$ cat src/design/lmw_pkg.sv
// ----------------------------------------------------------------------------
// lmw_pkg
// Shared types and constants for the motion watchdog core.
// ----------------------------------------------------------------------------
package lmw_pkg;

   localparam int CSR_INDEX_W = 2;
   localparam int CSR_DATA_W  = 16;
   localparam int CFG_W       = 16;
   localparam int CNT_W       = 16;
   localparam int CMP_W       = 17;   // threshold compare width
   localparam int RSP_TICKS_W = 32;

   localparam logic [CSR_INDEX_W-1:0] CSR_MOTION_THRESHOLD = 2'd0;
   localparam logic [CSR_INDEX_W-1:0] CSR_LOST_LIMIT       = 2'd1;
   localparam logic [CSR_INDEX_W-1:0] CSR_REPORT_INTERVAL  = 2'd2;

   localparam logic [CFG_W-1:0] MOTION_THRESHOLD_RST = 16'd500;
   localparam logic [CFG_W-1:0] LOST_LIMIT_RST       = 16'd6;
   localparam logic [CFG_W-1:0] REPORT_INTERVAL_RST  = 16'd1;

   localparam logic CMD_SAMPLE = 1'b0;
   localparam logic CMD_TICK   = 1'b1;

   typedef struct packed {
      logic [CFG_W-1:0] motion_threshold;
      logic [CFG_W-1:0] lost_limit;
      logic [CFG_W-1:0] report_interval;
   } cfg_type;

   typedef struct packed {
      logic moving;
      logic is_lost;
      logic send_report;
      logic make_discoverable;
      logic recovered;
   } flags_type;

endpackage

$ cat src/design/lmw_motion.sv
// ----------------------------------------------------------------------------
// lmw_motion
// Per-axis absolute difference against the previous sample, any axis over
// the threshold flags motion.
// ----------------------------------------------------------------------------
module lmw_motion #(
   parameter int SAMPLE_WIDTH = 16
) (
   input  logic signed [SAMPLE_WIDTH-1:0] cur_x,
   input  logic signed [SAMPLE_WIDTH-1:0] cur_y,
   input  logic signed [SAMPLE_WIDTH-1:0] cur_z,
   input  logic signed [SAMPLE_WIDTH-1:0] prev_x,
   input  logic signed [SAMPLE_WIDTH-1:0] prev_y,
   input  logic signed [SAMPLE_WIDTH-1:0] prev_z,
   input  logic [lmw_pkg::CFG_W-1:0]      threshold,
   output logic                           moving
);

   localparam int DiffW = SAMPLE_WIDTH + 1;
   localparam int CmpW  = lmw_pkg::CMP_W;

   function automatic logic over_thr(input logic [SAMPLE_WIDTH-1:0] a,
                                     input logic [SAMPLE_WIDTH-1:0] b,
                                     input logic [lmw_pkg::CFG_W-1:0] thr);
      logic [DiffW-1:0] d;
      logic [DiffW-1:0] mag;
      d   = {a[SAMPLE_WIDTH-1], a} - {b[SAMPLE_WIDTH-1], b};
      mag = d[DiffW-1] ? (~d + 1'b1) : d;
      return CmpW'(mag) > CmpW'(thr);
   endfunction

   assign moving = over_thr(cur_x, prev_x, threshold) |
                   over_thr(cur_y, prev_y, threshold) |
                   over_thr(cur_z, prev_z, threshold);

endmodule

$ cat src/design/lmw_tracker.sv
// ----------------------------------------------------------------------------
// lmw_tracker
// Watchdog state: previous sample, idle/report/lost counters and mode.
// Computes the next state and the result flags for the item in flight.
// ----------------------------------------------------------------------------
module lmw_tracker #(
   parameter int SAMPLE_WIDTH     = 16,
   parameter int LOST_COUNT_WIDTH = 32
) (
   input  logic                            clock,
   input  logic                            reset,
   input  logic                            step,
   input  logic                            cmd,
   input  logic signed [SAMPLE_WIDTH-1:0]  cur_x,
   input  logic signed [SAMPLE_WIDTH-1:0]  cur_y,
   input  logic signed [SAMPLE_WIDTH-1:0]  cur_z,
   input  lmw_pkg::cfg_type                cfg,
   output lmw_pkg::flags_type              flags,
   output logic [LOST_COUNT_WIDTH-1:0]     lost_count
);

   logic signed [SAMPLE_WIDTH-1:0] prev_x_ff, prev_y_ff, prev_z_ff;
   logic signed [SAMPLE_WIDTH-1:0] prev_x_in, prev_y_in, prev_z_in;
   logic [lmw_pkg::CNT_W-1:0]      idle_ff, idle_in, idle_inc;
   logic [lmw_pkg::CNT_W-1:0]      report_ff, report_in, report_inc;
   logic [LOST_COUNT_WIDTH-1:0]    lost_ff, lost_in;
   logic                           mode_ff, mode_in;
   logic                           pend_ff, pend_in;
   logic                           moving;

   lmw_motion #(.SAMPLE_WIDTH(SAMPLE_WIDTH)) u_motion (
      .cur_x     (cur_x),
      .cur_y     (cur_y),
      .cur_z     (cur_z),
      .prev_x    (prev_x_ff),
      .prev_y    (prev_y_ff),
      .prev_z    (prev_z_ff),
      .threshold (cfg.motion_threshold),
      .moving    (moving)
   );

   assign idle_inc   = (idle_ff == '1) ? idle_ff : idle_ff + 1'b1;
   assign report_inc = (report_ff == '1) ? report_ff : report_ff + 1'b1;

   always_comb begin
      prev_x_in = prev_x_ff;
      prev_y_in = prev_y_ff;
      prev_z_in = prev_z_ff;
      idle_in   = idle_ff;
      report_in = report_ff;
      lost_in   = lost_ff;
      mode_in   = mode_ff;
      pend_in   = pend_ff;
      flags     = '0;
      if (cmd == lmw_pkg::CMD_SAMPLE) begin
         prev_x_in    = cur_x;
         prev_y_in    = cur_y;
         prev_z_in    = cur_z;
         flags.moving = moving;
         if (moving) begin
            idle_in = '0;
            if (mode_ff) begin
               mode_in         = 1'b0;
               pend_in         = 1'b0;
               flags.recovered = 1'b1;
            end
         end
         // first lost report goes out on the next sample still in lost mode
         if (mode_in && pend_in) begin
            flags.send_report       = 1'b1;
            flags.make_discoverable = 1'b1;
            pend_in                 = 1'b0;
         end
      end else if (!mode_ff) begin
         idle_in = idle_inc;
         if (idle_inc >= cfg.lost_limit) begin
            mode_in   = 1'b1;
            pend_in   = 1'b1;
            report_in = '0;
            lost_in   = '0;
         end
      end else begin
         lost_in   = (lost_ff == '1) ? lost_ff : lost_ff + 1'b1;
         report_in = report_inc;
         if (report_inc >= cfg.report_interval) begin
            flags.send_report = 1'b1;
            report_in         = '0;
         end
      end
      flags.is_lost = mode_in;
   end

   assign lost_count = lost_in;

   always_ff @(posedge clock) begin
      if (reset) begin
         prev_x_ff <= '0;
         prev_y_ff <= '0;
         prev_z_ff <= '0;
         idle_ff   <= '0;
         report_ff <= '0;
         lost_ff   <= '0;
         mode_ff   <= 1'b0;
         pend_ff   <= 1'b0;
      end else if (step) begin
         prev_x_ff <= prev_x_in;
         prev_y_ff <= prev_y_in;
         prev_z_ff <= prev_z_in;
         idle_ff   <= idle_in;
         report_ff <= report_in;
         lost_ff   <= lost_in;
         mode_ff   <= mode_in;
         pend_ff   <= pend_in;
      end
   end

endmodule

$ cat src/design/lost_device_motion_watchdog_core.sv
// ----------------------------------------------------------------------------
// lost_device_motion_watchdog_core
// Accelerometer inactivity watchdog with lost-mode reporting.
// ----------------------------------------------------------------------------
// Pipeline: input register, then result register; a request accepted into the
// input register moves to the result register when that one is empty or taken.
// Throughput: one word per cycle unless the receiver stalls; the state update is
// a single pass of compare and counter logic between the two registers.
// Reset (synchronous, active high) empties both registers, puts the block in
// found mode with all counters and the previous sample at zero, and loads
// the register defaults (threshold 500, lost limit 6, report interval 1).
// ----------------------------------------------------------------------------
module lost_device_motion_watchdog_core #(
   parameter int SAMPLE_WIDTH     = 16,
   parameter int LOST_COUNT_WIDTH = 32
) (
   input  logic                                clock,
   input  logic                                reset,
   input  logic                                req_valid,
   output logic                                req_stall,
   input  logic                                req_cmd,
   input  logic signed [15:0]                  req_accel_x,
   input  logic signed [15:0]                  req_accel_y,
   input  logic signed [15:0]                  req_accel_z,
   output logic                                rsp_valid,
   input  logic                                rsp_stall,
   output logic                                rsp_moving,
   output logic                                rsp_is_lost,
   output logic                                rsp_send_report,
   output logic                                rsp_make_discoverable,
   output logic                                rsp_recovered,
   output logic [lmw_pkg::RSP_TICKS_W-1:0]     rsp_lost_ticks,
   input  logic                                csr_write,
   input  logic [lmw_pkg::CSR_INDEX_W-1:0]     csr_index,
   input  logic [lmw_pkg::CSR_DATA_W-1:0]      csr_data
);

   lmw_pkg::cfg_type               cfg_ff;
   logic                           in_valid_ff;
   logic                           cmd_ff;
   logic signed [SAMPLE_WIDTH-1:0] x_ff, y_ff, z_ff;
   logic                           out_valid_ff;
   lmw_pkg::flags_type             flags_ff, flags_in;
   logic [LOST_COUNT_WIDTH-1:0]    ticks_ff, ticks_in;
   logic                           advance;
   logic                           step;
   logic                           req_take;

   // result register frees up when empty or being taken
   assign advance   = !out_valid_ff || !rsp_stall;
   assign step      = in_valid_ff && advance;
   assign req_stall = in_valid_ff && !advance;
   assign req_take  = req_valid && !req_stall;

   always_ff @(posedge clock) begin
      if (reset) begin
         cfg_ff.motion_threshold <= lmw_pkg::MOTION_THRESHOLD_RST;
         cfg_ff.lost_limit       <= lmw_pkg::LOST_LIMIT_RST;
         cfg_ff.report_interval  <= lmw_pkg::REPORT_INTERVAL_RST;
      end else if (csr_write) begin
         case (csr_index)
            lmw_pkg::CSR_MOTION_THRESHOLD: cfg_ff.motion_threshold <= csr_data;
            lmw_pkg::CSR_LOST_LIMIT:       cfg_ff.lost_limit       <= csr_data;
            lmw_pkg::CSR_REPORT_INTERVAL:  cfg_ff.report_interval  <= csr_data;
            default: ;
         endcase
      end
   end

   always_ff @(posedge clock) begin
      if (reset) begin
         in_valid_ff <= 1'b0;
      end else if (!req_stall) begin
         in_valid_ff <= req_valid;
      end
   end

   always_ff @(posedge clock) begin
      if (req_take) begin
         cmd_ff <= req_cmd;
         x_ff   <= req_accel_x[SAMPLE_WIDTH-1:0];
         y_ff   <= req_accel_y[SAMPLE_WIDTH-1:0];
         z_ff   <= req_accel_z[SAMPLE_WIDTH-1:0];
      end
   end

   lmw_tracker #(
      .SAMPLE_WIDTH     (SAMPLE_WIDTH),
      .LOST_COUNT_WIDTH (LOST_COUNT_WIDTH)
   ) u_tracker (
      .clock      (clock),
      .reset      (reset),
      .step       (step),
      .cmd        (cmd_ff),
      .cur_x      (x_ff),
      .cur_y      (y_ff),
      .cur_z      (z_ff),
      .cfg        (cfg_ff),
      .flags      (flags_in),
      .lost_count (ticks_in)
   );

   always_ff @(posedge clock) begin
      if (reset) begin
         out_valid_ff <= 1'b0;
      end else if (advance) begin
         out_valid_ff <= in_valid_ff;
      end
   end

   always_ff @(posedge clock) begin
      if (step) begin
         flags_ff <= flags_in;
         ticks_ff <= ticks_in;
      end
   end

   assign rsp_valid             = out_valid_ff;
   assign rsp_moving            = flags_ff.moving;
   assign rsp_is_lost           = flags_ff.is_lost;
   assign rsp_send_report       = flags_ff.send_report;
   assign rsp_make_discoverable = flags_ff.make_discoverable;
   assign rsp_recovered         = flags_ff.recovered;
   assign rsp_lost_ticks        = lmw_pkg::RSP_TICKS_W'(ticks_ff);

endmodule

$ cat config.mk
export PLATFORM = sky130hd
export DESIGN_NAME = lost_device_motion_watchdog_core
export DESIGN_NICKNAME = d
export VERILOG_FILES = /design/src/design/lmw_pkg.sv /design/src/design/lmw_motion.sv /design/src/design/lmw_tracker.sv /design/src/design/lost_device_motion_watchdog_core.sv
export SDC_FILE = /design/constraint.sdc
export NUM_CORES = 1
export LEC_CHECK = 0
export BUFFER_PORTS_ARGS = -buffer_cell sky130_fd_sc_hd__buf_2
export CELL_PAD_IN_SITES_DETAIL_PLACEMENT = 1
export CELL_PAD_IN_SITES_GLOBAL_PLACEMENT = 2
export CORE_ASPECT_RATIO = 1.2
export CORE_MARGIN = 2
export CORE_UTILIZATION = 37
export CTS_CLUSTER_SIZE = 30
export DETAILED_ROUTE_END_ITERATION = 8
export PLACE_DENSITY_LB_ADDON = 0.08
export SYNTH_ARGS = -nofsm -noshare
export SYNTH_HDL_FRONTEND = slang
export SYNTH_SLANG_ARGS = --single-unit
$ cat constraint.sdc
create_clock -name clock -period 5.7 [get_ports clock]
set_clock_uncertainty 0.1 [all_clocks]
set_input_delay 1.425 -clock clock [delete_from_list [all_inputs] [get_ports clock]]
set_output_delay 1.425 -clock clock [all_outputs]
set_load 0.01 [all_outputs]
# Word level (Yosys, flattened, before mapping)
# Index checks and enable logic that the tools add are counted.
# totals
inputBits,72
out_inout_bits,39
elab_cells,103
regBits,250
# op_classes
n_mux,32
eq_ne,7
reduce_logical,20
add_sub_neg,9
order_cmp,5
bitwise_logic,7
# ops
op,n
two-way mux 16 bit,8
two-way mux 32 bit,4
adder 17 x 1 -> 17 bit (second input constant),3
> comparator 17 x 16 -> 1 bit,3
two-way mux 17 bit,3
NOT 17 bit,3
subtractor 16 x 16 -> 17 bit,3
adder 16 x 1 -> 16 bit (second input constant),2
adder 32 x 1 -> 32 bit (second input constant),1
== test 16 bit (second input constant),2
== test 32 bit (second input constant),1
greater-or-equal comparator 16 bit,2
two-way mux 1 bit,16
AND reduction 3 bit,3
AND reduction 2 bit,4
logical AND 1 bit,4
zero test 1 bit,4
nonzero test 2 bit,2
== test 2 x 1 -> 1 bit (second input constant),1
== test 2 bit (second input constant),1
zero test 2 bit,1
two-way mux 2 bit,1
!= test 2 x 1 -> 1 bit (second input constant),1
!= test 2 bit (second input constant),1
4 further kinds,6

# Logic depth before layout (Yosys ltp)
# Gate-level depths: netlist of the first run.
# logic_depth
depth_word,12
depth_mapped,23

# Hierarchy
# A second synthesis of the first run with hierarchy kept.
# unflattened
hier_cells,1893
hier_area_um2,16345.7
# modules_own_cells
mod,seq_area_each_um2,area_each_um2,instances,cells_per_inst
lmw_tracker,2282.2,7272.0,1,986
lost_device_motion_watchdog_core,3583.4,4633.2,1,284
lmw_motion,0.0,4440.5,1,623

# Worst setup path after synthesis of the first run
# Ideal clock, no wire load.
# synth_timing
path_kind,flip-flop to flip-flop
start,register x_ff[0]
end,"register flags_ff (netlist bit rsp_recovered), data pin"
path_buffers,0
slack_ps,761
setup_time_ps,255
arrival_ps,4584
path_stages_with_launch,22
path_cell_list,edfxtp_1 > inv_1 > ha_1 > fa_1 > nand2b_1 > a21oi_1 > o21ai_0 > xnor2_1 > or4b_2 > nor3_1 > a21oi_1 > nor2_1 > xor2_1 > ha_1 > o21ai_0 > nand2b_1 > a21oi_1 > a31oi_1 > a211o_1 > a41oi_1 > a21oi_1 > and2_1
# synth_between
elab_chain_len,9
# synth_lines
element,line_no,text
start: declaration,lost_device_motion_watchdog_core.sv:41,"logic signed [SAMPLE_WIDTH-1:0] x_ff, y_ff, z_ff;"
start signal: assignment,lost_device_motion_watchdog_core.sv:81,x_ff <= req_accel_x[SAMPLE_WIDTH-1:0];
subtractor 16 x 16 -> 17 bit (*),lmw_motion.sv:27,"d = {a[SAMPLE_WIDTH-1], a} - {b[SAMPLE_WIDTH-1], b};"
NOT 17 bit,lmw_motion.sv:28,mag = d[DiffW-1] ? (~d + 1'b1) : d;
adder 17 x 1 -> 17 bit,lmw_motion.sv:28,
two-way mux 17 bit (*),lmw_motion.sv:28,
> comparator 17 x 16 -> 1 bit (*),lmw_motion.sv:29,return CmpW'(mag) > CmpW'(thr);
bitwise OR 1 bit (*),lmw_motion.sv:32,"assign moving = over_thr(cur_x, prev_x, threshold) |"
bitwise OR 1 bit (*),lmw_motion.sv:33,"over_thr(cur_y, prev_y, threshold) |"
NOT 1 bit (no line) (*),-,
OR reduction 2 bit (no line) (*),-,
end signal: assignment,lost_device_motion_watchdog_core.sv:113,flags_ff <= flags_in;
end: declaration,lost_device_motion_watchdog_core.sv:43,"lmw_pkg::flags_type flags_ff, flags_in;"
# Mark *: on every way between the ends. The rest lies on a longest branch, timed or not.
# A chain may end at the register's enable or synchronous reset.

# Final worst setup path of the first run
# layout_timing
start,register x_ff[0]
end,register u_tracker.idle_ff[6] (netlist bit)
# layout_between
elab_chain_len,9
# layout_lines
element,line_no,text
subtractor 16 x 16 -> 17 bit (*),lmw_motion.sv:27,
NOT 17 bit,lmw_motion.sv:28,
adder 17 x 1 -> 17 bit,lmw_motion.sv:28,
two-way mux 17 bit (*),lmw_motion.sv:28,
> comparator 17 x 16 -> 1 bit (*),lmw_motion.sv:29,
bitwise OR 1 bit (*),lmw_motion.sv:32,
bitwise OR 1 bit (*),lmw_motion.sv:33,
nonzero test 2 bit (no line) (*),-,
AND reduction 3 bit (no line) (*),-,
end signal: assignment,lmw_tracker.sv:109,idle_ff <= idle_in;
end: declaration,lmw_tracker.sv:24,"logic [lmw_pkg::CNT_W-1:0] idle_ff, idle_in, idle_inc;"
# Marks and branches as above.

==> results of run 1 <==
logic make-up (layout without fill, tap and decap cells):
group,count (synthesis),count (layout),share of synthesized area (%)
AO/OA/AOI/OAI,494,494,19.0
XOR/XNOR,106,106,5.73
adder cells (fa/ha/maj),137,137,10.7
buffers and inverters,223,321,5.23
flip-flops,250,250,36.2
multiplexers,15,15,0.972
AND/OR/NAND/NOR,764,764,22.2
registers in the layout, indices dropped and copies added (netlist names), 16 cells and up:
signal	flops
u_tracker.prev_x_ff	16
y_ff	16
u_tracker.prev_z_ff	16
cfg_ff	48
u_tracker.report_ff	16
u_tracker.lost_ff	32
u_tracker.prev_y_ff	16
x_ff	16
z_ff	16
rsp_lost_ticks	32
u_tracker.idle_ff	16
power by group:
group          internal (uW)  leakage, uW  switching, uW  total (uW)
combinational            371      0.00429            587         958
sequential              1910      0.00214           29.7        1930
clock                   1190     0.000502            800        1990
total                   3470      0.00693           1420        4880
worst paths after layout:
check,cells past startpoint,start,endpoint
worst max-delay path,23,x_ff[0],u_tracker.idle_ff[6]
worst min-delay path,2,u_tracker.prev_x_ff[15],u_tracker.prev_x_ff[15]
worst max register to register,23,x_ff[0],u_tracker.idle_ff[6]
worst min register to register,2,u_tracker.prev_x_ff[15],u_tracker.prev_x_ff[15]
repair_timing:
item / CTS / global route
gates resized for setup: 0 / 10
hold endpoints to repair: 0 / 0
endpoints found under the setup margin: 0 / 14
per-layer routing:
layer / global-route usage, % / vias up / part of all wire [%]
met5: 0 / - / 0
met4: 6.04 / 0 / 2.5
met3: 1.78 / 66 / 2.2
met2: 39.9 / 158 / 53
met1: 23.4 / 7011 / 43
li1: - / 7211 / -
metrics by stage:
step | hold slack, ps | power [uW]
floorplan | 332 | 2640
finish | 353 | 4880
global route | 366 | 5160
global placement | 339 | 2910
CTS | 356 | 4980
detailed placement | 348 | 2930
final cells by class:
type	count	area, sq um	area share (%)
inverter	128	480	2.61
sequential	250	5870	31.9
clock buffer	42	901	4.90
multi-input combinational	1516	9560	52.0
clock inverter	14	129	0.701
timing repair buffer	137	756	4.11
tap	559	699	3.80
cells in the mapped netlist, types with 9 or more instances:
| library cell | instances | area [sq um] |
|---|---|---|
| a21oi_1 | 200 | 1000 |
| nor2_1 | 140 | 526 |
| mux2i_1 | 9 | 90.1 |
| a31oi_1 | 30 | 188 |
| and3_1 | 18 | 113 |
| dfxtp_1 | 164 | 3280 |
| o21a_1 | 11 | 82.6 |
| nor3_1 | 32 | 160 |
| edfxtp_1 | 86 | 2580 |
| inv_1 | 126 | 473 |
| clkbuf_1 | 84 | 315 |
| and2_1 | 18 | 113 |
| a21o_1 | 29 | 218 |
| nand2_1 | 326 | 1220 |
| o2111ai_1 | 9 | 78.8 |
| xnor2_1 | 64 | 561 |
| o21ai_0 | 79 | 395 |
| or3_1 | 15 | 93.8 |
| nand2b_1 | 22 | 138 |
| nand3_1 | 64 | 320 |
| o31ai_1 | 16 | 120 |
| ha_1 | 134 | 1680 |
| and4_1 | 11 | 96.3 |
| xor2_1 | 42 | 368 |
| a211oi_1 | 20 | 150 |
| o211ai_1 | 18 | 135 |
| nand4_1 | 46 | 288 |
| nor4_1 | 15 | 93.8 |
| nor2b_1 | 23 | 144 |
tightest hold or removal path, cell delays in order (launching register included):
cell	delay (ps)
dfxtp_1	310
nand2_1	50
a21oi_1	50
==> impl_metrics.py, run 1 <==
metrics = {
    "die": {
        "fp.dieW_um": 195,
        "die_area_sq_um": 45500,
        "initial_core_util_pct": 37.3,
        "core.rowCount": 84,
        "design.core.area_sq_um": 43500,
        "io_pins": 111,
        "dieHeight_um": 233,
    },
    "place": {
        "dp_worst_setup_slack_ps": 224,
        "dp_hpwl_mm": 35.0,
        "portBuffers": 110,
        "place.gp.congestion": 0.813,
        "placed_cells": 2590,
        "placed_area_sq_um": 17300,
    },
    "clock_network": {
        "cts-root-buf": "clkbuf_16",
        "htreeDepth": 1,
        "clock_latency_ps": 580,
        "ctsHoldBuffers": 0,
        "clockBufferDepth": 3,
        "cts_tree": "built",
        "cts_setup_buffers": 0,
        "cts_inserted_buffers": 30,
        "clkTransAtPathRegs_ps": 60,
        "cts_sinks": 250,
    },
    "timing": {
        "finalSetupTns_ps": 0,
        "final_hold_viol_count": 0,
        "tightest_slew_ps": 1090,
        "slew_viol_final": 0,
        "setup_viol": 0,
        "max_freq_mhz": 188,
        "slew_headroom_pct": 27.1,
        "final.setup.worst_slack_ps": 380,
        "min_period_ps": 5320,
        "rsz0062_at_grt": "no",
        "fin_crit_sh_pct": 93.3,
    },
    "global_routing": {
        "grt_pass1_vias": 14700,
        "grt_remaining_overflow": 0,
        "grt_pass1_wl_mm": 76.1,
        "gr-usage-all-layers_pct": 20.4,
        "antenna_found_initial": 0,
        "grt_max_degree": 86,
    },
    "drt": {
        "ant_nets": 0,
        "drt_iter0_markers": 449,
        "vias": 14400,
        "vias_per_cell": 5.46,
        "drc_errors": 0,
        "wl_per_cell_um": 17.7,
        "wirelength_mm": 46.7,
        "firstDrtPassIters": 5,
    },
    "yosys": {
        "ys_ff_latch": 250,
        "syn_area_sq_um": 16200,
        "synth-main-ff-cell": "dfxtp_1",
        "synth_nets": 2198,
        "yosysWarnings": 0,
        "synth_cells": 1989,
        "async_reset_ff_share_pct": 0,
        "syn_area_per_cell_sq_um": 8.15,
        "synth_cell_types": 81,
        "synth_edf_count": 86,
        "yosysSeqAreaShare_pct": 36.2,
    },
    "worst_setup_path": {
        "crit_type": "reg2reg",
        "worstSetupStartpointType": "flip-flop",
        "critPathBufInv": 3,
        "endpoint_kind": "flip-flop",
        "cp_max_fo": 10,
        "max_stage_delay_ps": 710,
        "cp.arrival_ps": 5700,
        "crit_chain": "inv_1 > ha_1 > fa_1 > nand2b_1 > a21oi_2 > o21ai_0 > xnor2_1 > or4b_2 > nor3_1 > a21oi_1 > nor2_1 > xor2_1 > ha_1 > o21ai_0 > nand2b_1 > a21oi_1 > a31oi_1 > a211o_1 > a41oi_1 > buf_4 > a311oi_4 > buf_4 > a311oi_1",
        "crit_family": "compound AO/OA/AOI/OAI gates",
        "cp.required_ps": 6080,
        "r2r_slack_ps": 380,
        "slowest_stage": "or4b_2",
    },
    "outcome": {
        "status": "complete, no violations",
    },
    "layout": {
        "fin_cells": 2646,
        "fillCellCount": 5228,
        "fin_nets": 2272,
        "syn2layout_area_growth_pct": 13.4,
        "antenna_cells": 0,
        "layout_commonest_cell": "nand2_1",
        "layout_common_cells": "325 x nand2_1, 199 x a21oi_1, 164 x dfxtp_1",
        "drive_above_1_share_pct": 10.5,
        "final_area_sq_um": 18400,
        "final_util_pct": 42.3,
    },
    "power": {
        "powerDensity_nw_per_um2": 266,
        "ir_drop_mv": 0.245,
        "p_leak_uw": 0.00693,
    },
    "min_path": {
        "hp-class": "reg2reg",
    },
    "run": {
        "drv_cap": 0,
    },
}
Power figures use the tool's default switching activity.
==> run 2: changes to the inputs <==
CORE_UTILIZATION = 38   (was 37)
SYNTH_HIERARCHICAL = 1   (was default)
==> run 2 against run 1 <==
Worst hold slack better by 2.5 ps; synthesized cell count is 4.8% lower; sequential share of layout area shrank 1.3 points; largest cell class unchanged; clock power up 3%; global-route usage increased by 0.80 points; critical path depth is 6 higher; critical endpoint is now u_tracker/idle_ff[1]; highest routed layer unchanged; register-to-register slack got worse by 380 ps; die area shrank 1.8%.
==> impl_metrics.py, run 2 <==
metrics = {
    "layout": {
        "fin_nets": 2237,
        "multi_input_area_sq_um": 9990,
        "layout_common_cells": "203 x nand2_1, 164 x dfxtp_1, 141 x a21oi_1",
        "antenna_cells": 0,
        "syn2layout_area_growth_pct": 17.3,
        "largest-register": "cfg_ff",
        "largest_reg_flops": 48,
        "drive_above_1_share_pct": 16.0,
        "final_area_sq_um": 19200,
        "seq_area_sq_um": 5870,
        "fillCellCount": 5025,
        "layout_commonest_cell": "nand2_1",
    },
    "worst_setup_path": {
        "r2r_slack_ps": 4,
        "max_stage_delay_ps": 440,
        "endpoint_kind": "flip-flop",
        "cp.arrival_ps": 6050,
        "crit_family": "compound AO/OA/AOI/OAI gates",
        "crit_path_frequent_cell": "nand3_2",
        "slowest_stage": "o41a_1",
        "worstSetupStartpointType": "flip-flop",
        "crit_type": "reg2reg",
        "cp_max_fo": 5,
        "critPathBufInv": 3,
        "cp.required_ps": 6060,
    },
    "clock_network": {
        "clockBufferDepth": 3,
        "htreeDepth": 1,
        "clkTransAtPathRegs_ps": 60,
        "cts_tree": "built",
        "cts_sinks": 250,
        "clock_latency_ps": 580,
        "ctsHoldBuffers": 0,
        "cts-root-buf": "clkbuf_16",
        "cts_inserted_buffers": 29,
    },
    "die": {
        "fp.dieW_um": 193,
        "die_area_sq_um": 44700,
        "core.rowCount": 83,
        "initial_core_util_pct": 38.4,
        "dieHeight_um": 231,
        "io_pins": 111,
        "design.core.area_sq_um": 42600,
    },
    "yosys": {
        "yosysSeqAreaShare_pct": 35.9,
        "ys_top_cells_by_area": "dfxtp_1 20%, edfxtp_1 16%, ha_1 10%",
        "synth_commonest_cells": "207 x nand2_1, 164 x dfxtp_1, 145 x a21oi_1, 134 x ha_1, 130 x inv_1",
        "syn_area_per_cell_sq_um": 8.63,
        "yosysWarnings": 6,
        "yosysMostFrequentCell": "nand2_1",
        "synth_cells": 1893,
        "synth_top_cell_by_area": "dfxtp_1",
        "synth_top_area_share_pct": 20.1,
        "synth_nets": 2102,
        "async_reset_ff_share_pct": 0,
        "syn_area_sq_um": 16300,
        "synth_edf_count": 86,
        "synth_cell_types": 94,
        "synth-main-ff-cell": "dfxtp_1",
        "ys_ff_latch": 250,
    },
    "global_routing": {
        "grt_pass1_wl_mm": 77.6,
        "busiest_layer": "met2",
        "grt_remaining_overflow": 0,
        "grt_max_degree": 66,
        "global_route.usage.met1_pct": 25.3,
        "grt_pass1_vias": 14700,
        "gr-usage-met3_pct": 2.37,
        "antenna_found_initial": 1,
        "use_met2_pct": 39.8,
        "gr-usage-all-layers_pct": 21.2,
    },
    "timing": {
        "min_period_ps": 5700,
        "final.setup.worst_slack_ps": 4.11,
        "fin_crit_sh_pct": 99.9,
        "slew_viol_final": 0,
        "slew_headroom_pct": 29.7,
        "setup_viol": 0,
        "max_freq_mhz": 176,
        "rsz0062_at_grt": "yes",
        "final_hold_viol_count": 0,
        "finalSetupTns_ps": 0,
        "tightest_slew_ps": 1050,
    },
    "drt": {
        "vias_per_cell": 5.48,
        "drc_errors": 0,
        "firstDrtPassIters": 5,
        "drt_iter0_markers": 515,
        "wl_per_cell_um": 18.7,
        "ant_nets": 0,
        "vias": 14300,
        "wirelength_mm": 48.6,
    },
    "outcome": {
        "status": "complete, no violations",
    },
    "power": {
        "p_leak_uw": 0.00750,
        "powerDensity_nw_per_um2": 261,
        "clock_power_share_pct": 40.8,
        "p_sw_uw": 1400,
        "pwr-share-comb_pct": 20.4,
        "power.internal_uw": 3610,
        "swShare_pct": 28.0,
        "ir_drop_mv": 0.256,
        "power_frac_seq_pct": 38.7,
    },
    "place": {
        "place.gp.congestion": 0.817,
        "dp_worst_setup_slack_ps": -185,
        "placed_area_sq_um": 17700,
        "portBuffers": 110,
        "dp_hpwl_mm": 36.1,
    },
    "run": {
        "drv_cap": 0,
    },
    "min_path": {
        "hp-class": "reg2reg",
    },
}
-- run 2: logic make-up (layout without fill, tap and decap cells) --
group	count (synthesis)	count (layout)	share of synthesized area, %
buffers and inverters	209	364	5.17
and+or+nand+nor	683	684	21.7
DFF	250	250	35.9
xor gates and xnor gates	84	84	4.50
AOI/OAI and AO/OA	476	477	18.8
adders and majority gates	137	137	10.6
muxes	54	54	3.35
-- run 2: power by group through the flow --
stage	Sequential [uW]	Combinational (uW)	Clock, uW
6_report	1940	1020	2050
5_1_grt	1950	1140	2180
4_1_cts	1940	935	2110
3_5_place_dp	1980	926	0
3_3_place_gp	1980	890	0
2_1_floorplan	1980	628	0
-- run 2: worst min-delay path: stages (launching register included) --
cell	delay (ps)
dfxtp_1	310
nand2_1	50
a21oi_1	50
-- run 2: area by class of cell --
class	instances	share of cell area, %
multi-input cells	1436	52.1
flip-flops and latches	250	30.6
repair buffers	181	5.74
clock buffers	39	4.53
well taps	552	3.60
inverters	130	2.54
clock inverters	14	0.907
-- run 2: worst paths after layout --
| check | end | start | cells past startpoint |
|---|---|---|---|
| worst max-delay path | u_tracker/idle_ff[1] | z_ff[0] | 29 |
| worst min-delay path | u_tracker/prev_z_ff[9] | u_tracker/prev_z_ff[9] | 2 |
| worst max register to register | u_tracker/idle_ff[1] | z_ff[0] | 29 |
| worst min register to register | u_tracker/prev_z_ff[9] | u_tracker/prev_z_ff[9] | 2 |
-- run 2: repair_timing --
| item | CTS | global route |
|---|---|---|
| cloned | 0 | 2 |
| pin swaps | 1 | 58 |
| buffers inserted | 0 | 21 |
| endpoints found under the setup margin | 17 | 21 |
| gates resized for setup | 7 | 67 |
-- run 2: per-stage QoR --
step	hold WS, ps	cells	utilization (%)	power (uW)
after floorplan	336	1893	-	2610
after global placement	342	2528	41.5	2870
after detailed placement	349	2528	41.5	2910
after CTS	358	2581	44.0	4980
after global routing	383	2602	45.0	5260
final	355	2602	45.0	5010
-- run 2: metal layers --
layer / vias up / part of all wire (%)
met2: 187 / 51
met1: 6921 / 43
met3: 81 / 2.9
li1: 7070 / -
met4: 0 / 2.9
met5: - / 0
